### config.mk
export PLATFORM = sky130hd
export DESIGN_NAME = overlapping_frame_buffer
export DESIGN_NICKNAME = d
export VERILOG_FILES = /design/src/rtl/ofb_pkg.sv /design/src/rtl/ofb_ctrl.sv /design/src/rtl/ofb_datapath.sv /design/src/rtl/overlapping_frame_buffer.sv
export VERILOG_INCLUDE_DIRS = /design/src /design/src/rtl
export SDC_FILE = /design/constraint.sdc
export NUM_CORES = 2
export LEC_CHECK = 0
export BUFFER_PORTS_ARGS = -buffer_cell sky130_fd_sc_hd__buf_4
export CAP_MARGIN = 20
export CORE_ASPECT_RATIO = 1.1
export CORE_MARGIN = 2
export CORE_UTILIZATION = 40
export CTS_CLUSTER_SIZE = 20
export DETAILED_ROUTE_END_ITERATION = 12
export GPL_ROUTABILITY_DRIVEN = 0
export GPL_TIMING_DRIVEN = 0
export HOLD_SLACK_MARGIN = 0.02
export PLACE_DENSITY = 0.51
export SETUP_SLACK_MARGIN = 0.1
export SLEW_MARGIN = 20
export SYNTH_ARGS = -nofsm -noshare
export SYNTH_HDL_FRONTEND = slang
export SYNTH_SLANG_ARGS = --single-unit
### constraint.sdc
create_clock -name clock -period 7.87 [get_ports clock]
set_clock_uncertainty 0.2 [all_clocks]
set_input_delay 0.787 -clock clock [delete_from_list [all_inputs] [get_ports clock]]
set_output_delay 0.787 -clock clock [all_outputs]
set_load 0.01 [all_outputs]
### src/rtl/overlapping_frame_buffer_assert.svh
// ----------------------------------------------------------------------------
// Assertion macros used by the overlapping frame buffer datapath.
// ----------------------------------------------------------------------------
`ifndef OVERLAPPING_FRAME_BUFFER_ASSERT_SVH
`define OVERLAPPING_FRAME_BUFFER_ASSERT_SVH

// Same-cycle implication, disabled during reset.
`define OFB_ASSERT_IMPL(label, ante, cons) \
   label: assert property (@(posedge clock) disable iff (reset) (ante) |-> (cons)) \
      else $error("overlapping_frame_buffer: same-cycle check failed");

// Next-cycle implication, disabled during reset.
`define OFB_ASSERT_NEXT(label, ante, cons) \
   label: assert property (@(posedge clock) disable iff (reset) (ante) |=> (cons)) \
      else $error("overlapping_frame_buffer: next-cycle check failed");

`endif

### src/rtl/ofb_pkg.sv
// ----------------------------------------------------------------------------
// ofb_pkg
// Shared types and constants of the overlapping frame buffer.
// ----------------------------------------------------------------------------
`default_nettype none

package ofb_pkg;

   // hop register width and reset divisor (reset hop is a quarter window)
   localparam int HOP_BITS    = 7;
   localparam int HOP_DIVISOR = 4;

   typedef enum logic [1:0] {
      ST_IDLE,
      ST_LOAD,
      ST_EMIT
   } ofb_state_type;

   // controller -> datapath
   typedef struct packed {
      logic accept;   // take the input beat: write ring, update count
      logic load;     // load the frame start address
      logic issue;    // read one frame sample into the output register
   } ofb_cmd_type;

   // datapath -> controller
   typedef struct packed {
      logic hit;      // accepted beat completes a hop
      logic last;     // next read is the final sample of the frame
      logic out_free; // output register can take a new beat this cycle
   } ofb_stat_type;

endpackage

`default_nettype wire

### src/rtl/ofb_ctrl.sv
// ----------------------------------------------------------------------------
// ofb_ctrl
// Sequencer: takes samples while idle, then walks the datapath through one
// frame readout per completed hop.
// ----------------------------------------------------------------------------
`default_nettype none

module ofb_ctrl (
   input  wire logic                 clock,
   input  wire logic                 reset,
   input  wire logic                 req_valid,
   output logic                      req_stall,
   input  wire ofb_pkg::ofb_stat_type stat,
   output ofb_pkg::ofb_cmd_type      cmd
);
   import ofb_pkg::*;

   ofb_state_type state_ff;
   ofb_state_type state_in;

   always_ff @(posedge clock) begin
      if (reset) begin
         state_ff <= ST_IDLE;
      end else begin
         state_ff <= state_in;
      end
   end

   always_comb begin
      state_in = state_ff;
      unique case (state_ff)
         ST_IDLE: begin
            if (req_valid && stat.hit) begin
               state_in = ST_LOAD;
            end
         end
         ST_LOAD: begin
            state_in = ST_EMIT;
         end
         ST_EMIT: begin
            if (stat.out_free && stat.last) begin
               state_in = ST_IDLE;
            end
         end
         default: begin
            state_in = ST_IDLE;
         end
      endcase
   end

   always_comb begin
      req_stall  = 1'b1;
      cmd.accept = 1'b0;
      cmd.load   = 1'b0;
      cmd.issue  = 1'b0;
      unique case (state_ff)
         ST_IDLE: begin
            req_stall  = 1'b0;
            cmd.accept = req_valid;
         end
         ST_LOAD: begin
            cmd.load = 1'b1;
         end
         ST_EMIT: begin
            cmd.issue = stat.out_free;
         end
         default: begin
            req_stall = 1'b1;
         end
      endcase
   end

endmodule

`default_nettype wire

### src/rtl/ofb_datapath.sv
// ----------------------------------------------------------------------------
// ofb_datapath
// Sample ring, hop counter, frame address generation and output register.
// ----------------------------------------------------------------------------
`default_nettype none

`include "overlapping_frame_buffer_assert.svh"

module ofb_datapath #(
   parameter int WINDOW      = 64,
   parameter int RING_DEPTH  = 128,
   parameter int SAMPLE_BITS = 16
) (
   input  wire logic                         clock,
   input  wire logic                         reset,
   input  wire ofb_pkg::ofb_cmd_type         cmd,
   output ofb_pkg::ofb_stat_type             stat,
   input  wire logic                         csr_wr_en,
   input  wire logic [ofb_pkg::HOP_BITS-1:0] csr_wr_data,
   input  wire logic signed [SAMPLE_BITS-1:0] req_sample,
   output logic                              rsp_valid,
   input  wire logic                         rsp_stall,
   output logic signed [SAMPLE_BITS-1:0]     rsp_frame_sample,
   output logic                              rsp_frame_last
);
   import ofb_pkg::*;

   localparam int PW   = $clog2(RING_DEPTH);
   localparam int AW   = PW + 1;
   localparam int CW   = $clog2(WINDOW + 2);
   localparam int KW   = $clog2(WINDOW);
   localparam int CMPW = HOP_BITS + 1;

   localparam logic [HOP_BITS-1:0] HOP_RESET = HOP_BITS'(WINDOW / HOP_DIVISOR);
   localparam logic [HOP_BITS-1:0] HOP_MAX   = HOP_BITS'(WINDOW);
   localparam logic [HOP_BITS-1:0] HOP_ONE   = HOP_BITS'(1);
   localparam logic [CW-1:0]       CNT_MAX   = CW'(WINDOW);
   localparam logic [PW-1:0]       PTR_TOP   = PW'(RING_DEPTH - 1);
   localparam logic [AW-1:0]       RING_X    = AW'(RING_DEPTH);
   localparam logic [AW-1:0]       WIN_X     = AW'(WINDOW);
   localparam logic [KW-1:0]       K_LAST    = KW'(WINDOW - 1);

   logic signed [SAMPLE_BITS-1:0] ring_mem [RING_DEPTH];

   logic [HOP_BITS-1:0]    hop_ff;
   logic [PW-1:0]          wp_ff, wp_in;
   logic                   wrapped_ff;
   logic [CW-1:0]          cnt_ff, cnt_in;
   logic [PW-1:0]          rd_ptr_ff, rd_ptr_in;
   logic [KW-1:0]          k_ff;
   logic                   out_valid_ff;
   logic                   out_fill_ff;
   logic                   out_last_ff;
   logic signed [SAMPLE_BITS-1:0] out_data_ff;

   logic [HOP_BITS-1:0]    hop_eff;
   logic [CW-1:0]          cnt_inc;
   logic [CW-1:0]          cnt_rem;
   logic [AW-1:0]          end_x, start_x;

   // ---- hop bookkeeping ----
   always_comb begin
      hop_eff = hop_ff;
      if (hop_ff == '0) begin
         hop_eff = HOP_ONE;
      end else if (hop_ff > HOP_MAX) begin
         hop_eff = HOP_MAX;
      end
   end

   assign cnt_inc  = cnt_ff + 1'b1;
   assign stat.hit = CMPW'(cnt_inc) >= CMPW'(hop_eff);

   always_comb begin
      cnt_rem = cnt_inc - CW'(hop_eff);
      if (cnt_rem > CNT_MAX) begin
         cnt_rem = CNT_MAX;
      end
      cnt_in = stat.hit ? cnt_rem : cnt_inc;
   end

   assign wp_in = (wp_ff == PTR_TOP) ? '0 : wp_ff + 1'b1;

   // ---- frame addresses: end = wp - count, start = end - WINDOW (mod ring) ----
   always_comb begin
      if (AW'(wp_ff) >= AW'(cnt_ff)) begin
         end_x = AW'(wp_ff) - AW'(cnt_ff);
      end else begin
         end_x = AW'(wp_ff) + RING_X - AW'(cnt_ff);
      end
      if (end_x >= WIN_X) begin
         start_x = end_x - WIN_X;
      end else begin
         start_x = end_x + RING_X - WIN_X;
      end
   end

   always_comb begin
      rd_ptr_in = rd_ptr_ff;
      if (cmd.load) begin
         rd_ptr_in = start_x[PW-1:0];
      end else if (cmd.issue) begin
         rd_ptr_in = (rd_ptr_ff == PTR_TOP) ? '0 : rd_ptr_ff + 1'b1;
      end
   end

   assign stat.last     = (k_ff == K_LAST);
   assign stat.out_free = !out_valid_ff || !rsp_stall;

   // ---- control registers ----
   always_ff @(posedge clock) begin
      if (reset) begin
         hop_ff       <= HOP_RESET;
         wp_ff        <= '0;
         wrapped_ff   <= 1'b0;
         cnt_ff       <= '0;
         k_ff         <= '0;
         out_valid_ff <= 1'b0;
      end else begin
         if (csr_wr_en) begin
            hop_ff <= csr_wr_data;
         end
         if (cmd.accept) begin
            wp_ff  <= wp_in;
            cnt_ff <= cnt_in;
            if (wp_ff == PTR_TOP) begin
               wrapped_ff <= 1'b1;
            end
         end
         if (cmd.issue) begin
            k_ff <= stat.last ? '0 : k_ff + 1'b1;
         end
         if (cmd.issue) begin
            out_valid_ff <= 1'b1;
         end else if (!rsp_stall) begin
            out_valid_ff <= 1'b0;
         end
      end
   end

   always_ff @(posedge clock) begin
      rd_ptr_ff <= rd_ptr_in;
   end

   // ---- sample ring ----
   always_ff @(posedge clock) begin
      if (cmd.accept) begin
         ring_mem[wp_ff] <= req_sample;
      end
   end

   // entries not yet written since reset read as zero
   always_ff @(posedge clock) begin
      if (cmd.issue) begin
         out_data_ff <= ring_mem[rd_ptr_ff];
         out_fill_ff <= wrapped_ff || (rd_ptr_ff < wp_ff);
         out_last_ff <= stat.last;
      end
   end

   assign rsp_valid        = out_valid_ff;
   assign rsp_frame_sample = out_fill_ff ? out_data_ff : '0;
   assign rsp_frame_last   = out_last_ff;

   `OFB_ASSERT_NEXT(a_cnt_bound, cmd.accept, cnt_ff <= CNT_MAX)
   `OFB_ASSERT_IMPL(a_no_overwrite, out_valid_ff && rsp_stall, !cmd.issue)
   `OFB_ASSERT_IMPL(a_frame_aligned, cmd.load, k_ff == '0)

endmodule

`default_nettype wire

### src/rtl/overlapping_frame_buffer.sv
// ----------------------------------------------------------------------------
// overlapping_frame_buffer
// Framing ring for short-time spectral analysis: emits the latest WINDOW
// samples, oldest first, every hop_size input samples.
// ----------------------------------------------------------------------------
// Usage:
//  - req_ channel: one sample per beat. Samples are taken only while no
//    frame is being read out; req_stall is high during readout.
//  - rsp_ channel: WINDOW beats per frame, rsp_frame_last on the final one.
//  - csr_: hop_size write (0 acts as 1, above WINDOW acts as WINDOW); write
//    only while the block is idle.
//  - A sample that completes a hop is followed by an address-load state and
//    then the readout state, one beat per cycle while the receiver keeps up;
//    each beat is read from the ring into the output register, which drives
//    rsp_valid. The sample ring has a single read port.
//  - A receiver stall holds the current beat in the output register and
//    pauses the readout; a new sample may be accepted while the final beat
//    still waits.
//  - Reset (synchronous): ring reads as all zeros, counters cleared, hop
//    set to WINDOW/4. No clearing pass; early frames start with zeros.
// ----------------------------------------------------------------------------
`default_nettype none

module overlapping_frame_buffer #(
   parameter int WINDOW      = 64,
   parameter int RING_DEPTH  = 128,
   parameter int SAMPLE_BITS = 16
) (
   input  wire logic                          clock,
   input  wire logic                          reset,
   input  wire logic                          csr_wr_en,
   input  wire logic [ofb_pkg::HOP_BITS-1:0]  csr_wr_data,
   input  wire logic                          req_valid,
   output logic                               req_stall,
   input  wire logic signed [SAMPLE_BITS-1:0] req_sample,
   output logic                               rsp_valid,
   input  wire logic                          rsp_stall,
   output logic signed [SAMPLE_BITS-1:0]      rsp_frame_sample,
   output logic                               rsp_frame_last
);
   import ofb_pkg::*;

   ofb_cmd_type  cmd;
   ofb_stat_type stat;

   ofb_ctrl u_ctrl (
      .clock     (clock),
      .reset     (reset),
      .req_valid (req_valid),
      .req_stall (req_stall),
      .stat      (stat),
      .cmd       (cmd)
   );

   ofb_datapath #(
      .WINDOW      (WINDOW),
      .RING_DEPTH  (RING_DEPTH),
      .SAMPLE_BITS (SAMPLE_BITS)
   ) u_datapath (
      .clock            (clock),
      .reset            (reset),
      .cmd              (cmd),
      .stat             (stat),
      .csr_wr_en        (csr_wr_en),
      .csr_wr_data      (csr_wr_data),
      .req_sample       (req_sample),
      .rsp_valid        (rsp_valid),
      .rsp_stall        (rsp_stall),
      .rsp_frame_sample (rsp_frame_sample),
      .rsp_frame_last   (rsp_frame_last)
   );

endmodule

`default_nettype wire
# Yosys cells after proc, flatten, opt, wreduce, memory -nomap -nowiden
# Memory sizes are Yosys's and may differ from the RTL's. A register that Yosys moved wholly into a read port is not among the register bits.
# Index checks and enable logic that the tools add are counted.
# Widths: inputs -> output; s select.
# totals
latch_bits,0
rom_bits,0
ramBits,2048
regBits,40
word_cells,70
n_memories,1
output_inout_bits,19
# mem_list
name,words,word_bits,rd,rd_clocked_by_memory_dff,wr,line,source
u_datapath.ring_mem,128,16,1,1,1,ofb_datapath.sv:43,logic signed [SAMPLE_BITS-1:0] ring_mem [RING_DEPTH];
# classes
n_lt_le_gt_ge,6
n_shift,0
reduce_logical,11
muxes,23
n_addsub,11
div_mod_pow,0
multipliers,0
eq_ne,8
bitwise_logic,0
# op_table
operator,count
$mux 7,9
$add 7x1->7 const B,4
$mux 16,1
$eq 7x7->1 const B,2
$ge 7x7->1,2
$gt 7x7->1 const B,2
$sub 7x7->7 const B,2
$add 7x8->8 const B,1
$ge 8x7->1 const B,1
$mux 1,8
$mux 8,1
$sub 7x7->8,1
$sub 8x7->8,1
$logic_not 7->1,1
$lt 7x7->1,1
$sub 7x7->7,1
$add 6x1->6 const B,1
$eq 6x6->1 const B,1
$mux 6,1
$ne 2x1->1 const B,3
$pmux 2 s3,1
$mux 2,2
$reduce_and 2->1,2
$eq 2x1->1 const B,1
other kinds (6),9

# Longest topological paths before layout
# logic_depth
depth_word,7
depth_mapped,13
mapped_depth_nobuf,13

# By module
# From an unflattened synthesis, not the netlist that was laid out.
# unflattened
hier_cells,3993
hier_area_um2,82638.0
# by_module_without_submodules
mod,cells_each,area_each_um2,instances
ofb_datapath,3980,82525.4,1
ofb_ctrl,13,112.6,1

# Least setup slack after synthesis
# No wires, ideal clock.
# synth_path
path_kind,input to register
start,in req_valid
end,mem u_datapath.ring_mem[110][0] (enable)
setup_time_ns,0.389
t_arrival_ns,2.550
stages,6
slack_ns,4.732
path_cell_list,and2_1 > clkbuf_1 > clkbuf_1 > nand3_1 > clkbuf_1 > nor2_1
# synth_between
elab_chain_cells,3
# synth_lines
element,line,source
from (decl),overlapping_frame_buffer.sv:33,"input wire logic req_valid,"
$mux 1,ofb_ctrl.sv:56,unique case (state_ff)
$mux 1,ofb_datapath.sv:147,if (cmd.accept) begin
$mux 1 (implied by the code),ofb_datapath.sv:148,ring_mem[wp_ff] <= req_sample;
to (decl),ofb_datapath.sv:43,
# No other way between the ends.

==> summary.txt <==
Clocking
  – H-tree Lvls: 4
  – Cts hold-fix bufs: 9
  – Clk_lat worst skew: 0.90 ns
  – Clock Sinks: 2,104
  – Clock Path Buffers: 3
  – CTS Buf Count: 213
  – TritonCTS clock tree: built
  – Register clock-pin slew on the reported worst setup and hold paths: 0.07 ns
  – Clock root buffer: clkbuf_16
  – Resized cells post-CTS: 0
  – Setup Fix Bufs, Post-CTS: 0

Die
  – Die width: 437 µm
  – # IOs: 47
  – Die Span Y: 480 µm
  – Core area: 204,000 µm²
  – Starting Density: 0.403
  – Core Rows: 174
  – Area of the die: 209,000 µm²

Drt
  – Routed wire per std cell: 45.6 µm
  – Total Wirelength: 325 mm
  – TritonRoute pass-1 iters: 6
  – Antenna Nets Post-Route: 0
  – DR vias/cell: 6.37
  – Residual DRC count: 0
  – Vias: 45,400
  – DR iter-0 viols: 7,773

Finish
  – Post-route insts no fill: 7,128
  – Final Util: 0.470
  – Filler instances: 16,800
  – Footprint of the multi-input gates: 19,000 µm²
  – Area grow syn2layout: 16.8%
  – Register Area: 62,900 µm²
  – Fraction of layout cells with a size suffix above 1: 0.294
  – Fin nets: 4,264

GRT
  – Antenna violations before repair: 26
  – Vias in the first global route: 43,100
  – First-pass GRT wire length: 421 mm
  – Tot GR Track Use: 0.308
  – GR Overflow Total: 0
  – Pin count of the biggest net entering global routing: 129

Synth
  – Share of the synthesized area in the top cell type: 0.756
  – Most common cell in the netlist: edfxtp_1
  – Ys Warns: 0
  – Top FF cell, synth: edfxtp_1
  – Syn_area_per_cell: 21.4 µm²
  – Sequential element share of the synthesized area: 0.764
  – Synth Cell Area: 82,300 µm²
  – Ys async rst share: 0
  – Cells after synthesis: 3,850
  – EDFF count, synth: 2,073
  – Netlist cell types: 66
  – Yosys reg bits: 2,104
  – Yosys top cell by area: edfxtp_1
  – Top cells by count, synth: 2,073 x edfxtp_1, 500 x mux4_2, 200 x nor2_1, 119 x nand2_1, 115 x mux2i_1
  – Synth top area cells: edfxtp_1 76%, mux4_2 14%, mux2i_1 1.4%, nor2_1 0.91%, dfxtp_1 0.75%
  – Syn Nets: 3,904

Place
  – Placed cells: 6,707
  – Port Buf Inserts: 45
  – Post-DP HPWL: 209 mm

Critical path
  – Slowest CP cell: a31oi_1
  – R2r setup slk: 1.40 ns
  – Required time of the critical path: 8.27 ns
  – Worst flop-to-flop path startpoint: u_datapath.rd_ptr_ff[1]
  – Kind of end point of the critical path: flip-flop
  – Worst stage delay on the critical path: 1.01 ns
  – FF-to-FF End: u_datapath.out_data_ff[6]
  – CP Data Arrival Time: 6.87 ns
  – Crit Path Max Fanout: 10
  – Reg2Reg Depth: 11
  – CP Cell Sequence: buf_2 -> buf_4 -> buf_4 -> buf_2 -> buf_2 -> buf_2 -> o21ai_0 -> a31oi_1 -> o21ai_0 -> a221oi_1 -> nor2_1
  – Most common cell on crit path: buf_2
  – Crit Path Class: reg2reg
  – Worst setup SP type: flip-flop

Timing
  – Final setup vio count: 0
  – Max Transition Viols Final: 0
  – RSZ-0062 raised after global routing: no
  – Final period utilization: 0.822
  – Minimum clock period: 6.47 ns
  – Hold Vio Cnt, Final: 0
  – Worst slew pin tran: 1.25 ns
  – Top achievable clock speed: 155 MHz
  – Setup TNS: 0 ns
  – Slew headroom: 0.159

Run
  – Max cap viols: 0

Power
  – Clock power frac: 0.337
  – Combinational power share: 0.252
  – Power Total: 30.4 mW
  – Internal cell power: 20.4 mW
  – Sw frac: 0.327
  – Seq pwr share: 0.411
  – P_sw: 9.94 mW
  – PD cells: 316 nW/µm²
  – Leakage power: 30.0 nW
  – Max VDD drop: 263 µV

Worst hold path
  – Endpoint of the worst hold path: u_datapath.ring_mem[90][5]
  – Hold Path Depth: 1
  – Min-delay src: req_sample[5]
  – HP Class: in2reg

Status
  – Outcome: completed
critical path: cells and delay by family, from the launching register on:
kind / cells / cell delay [ns]
simple gates: 1 / 0.10
flops: 1 / 0.62
compound gates: 4 / 2.06
buf+inv: 6 / 3.12
placed cells by master, fill, tap and decap left out, types with 26 or more instances in the layout:
master / instances
a211oi_1: 53
a21oi_1: 76
a22oi_1: 31
buf_12: 26
buf_16: 44
buf_2: 63
buf_4: 67
buf_6: 59
clkbuf_1: 73
clkbuf_16: 215
clkbuf_2: 43
clkinv_1: 52
clkinv_2: 41
dfxtp_1: 31
edfxtp_1: 2073
mux2i_1: 115
mux4_2: 500
nand2_1: 119
nand3_1: 29
nor2_1: 68
nor2_4: 120
nor2b_1: 44
nor3_1: 27
o21ai_0: 41
routing by layer:
metal  routed length, µm  global-route usage  share of wire  vias up
met3               33000              0.0724           0.10      713
met5                  61                   0        0.00019        -
met4               21600               0.174          0.066       10
met2              149000               0.475           0.46     2992
met1              122000               0.404           0.37    24800
li1                    -                   -              -    16900
state kept, by name (all words and copies together) (netlist names):
name and count:
u_datapath.rsp_valid 1, u_datapath.k_ff 6, u_datapath.rsp_frame_last 1, u_datapath.ring_mem 2048
u_datapath.out_fill_ff 1, u_datapath.cnt_ff 7, u_datapath.hop_ff 7, u_datapath.out_data_ff 16
u_datapath.wp_ff 7, u_ctrl.state_ff 2, u_datapath.wrapped_ff 1, u_datapath.rd_ptr_ff 7
kinds of logic (layout without fill, tap and decap cells):
family	after synthesis	in the layout	share of synthesized area
DFF	2104	2104	0.764
other	0	7	0
AOI/OAI and AO/OA	321	321	0.0264
xor gates and xnor gates	26	26	0.00277
buffers and inverters	237	780	0.0171
and+or+nand+nor	479	479	0.0259
muxes	657	657	0.160
adders and majority gates	26	26	0.00413
layout make-up:
class	instances	share of cell area
antenna	7	0.000182
buffer	210	0.0143
clock buffer	261	0.0581
clock inverter	137	0.0138
inverter	27	0.00105
multi-input combinational	1509	0.198
sequential	2104	0.654
tap	2728	0.0355
timing repair buffer	145	0.0254
power groups by stage:
stage	Clock [mW]	Sequential, mW	Combinational, mW
5_1_grt	10.7	12.5	7.55
3_3_place_gp	0	12.7	7.17
4_1_cts	10.3	12.5	7.41
3_5_place_dp	0	12.7	7.39
2_1_floorplan	0	12.7	3.33
6_report	10.2	12.5	7.66
through the flow:
step,hold WS (ns),setup WS (ns),instance area (µm²)
final,0.123,1.40,96100
after global routing,0.116,1.74,96100
after floorplan,0.242,4.73,82300
after CTS,0.0822,1.59,96000
after global placement,0.277,1.18,86100
after detailed placement,0.268,1.62,89000
worst max path at each step:
stage / startpoint / to / depth (start not counted)
6_report: u_datapath.rd_ptr_ff[1] / u_datapath.out_data_ff[6] / 11
2_1_floorplan: req_valid / u_datapath.ring_mem[110][0] / 6
4_1_cts: u_datapath.rd_ptr_ff[1] / u_datapath.out_data_ff[6] / 11
3_5_place_dp: u_datapath.rd_ptr_ff[1] / u_datapath.out_data_ff[6] / 11
5_1_grt: u_datapath.rd_ptr_ff[1] / u_datapath.out_data_ff[6] / 11
3_3_place_gp: u_datapath.rd_ptr_ff[1] / u_datapath.out_data_ff[15] / 9
No activity file was read; power rests on OpenSTA's default activity.
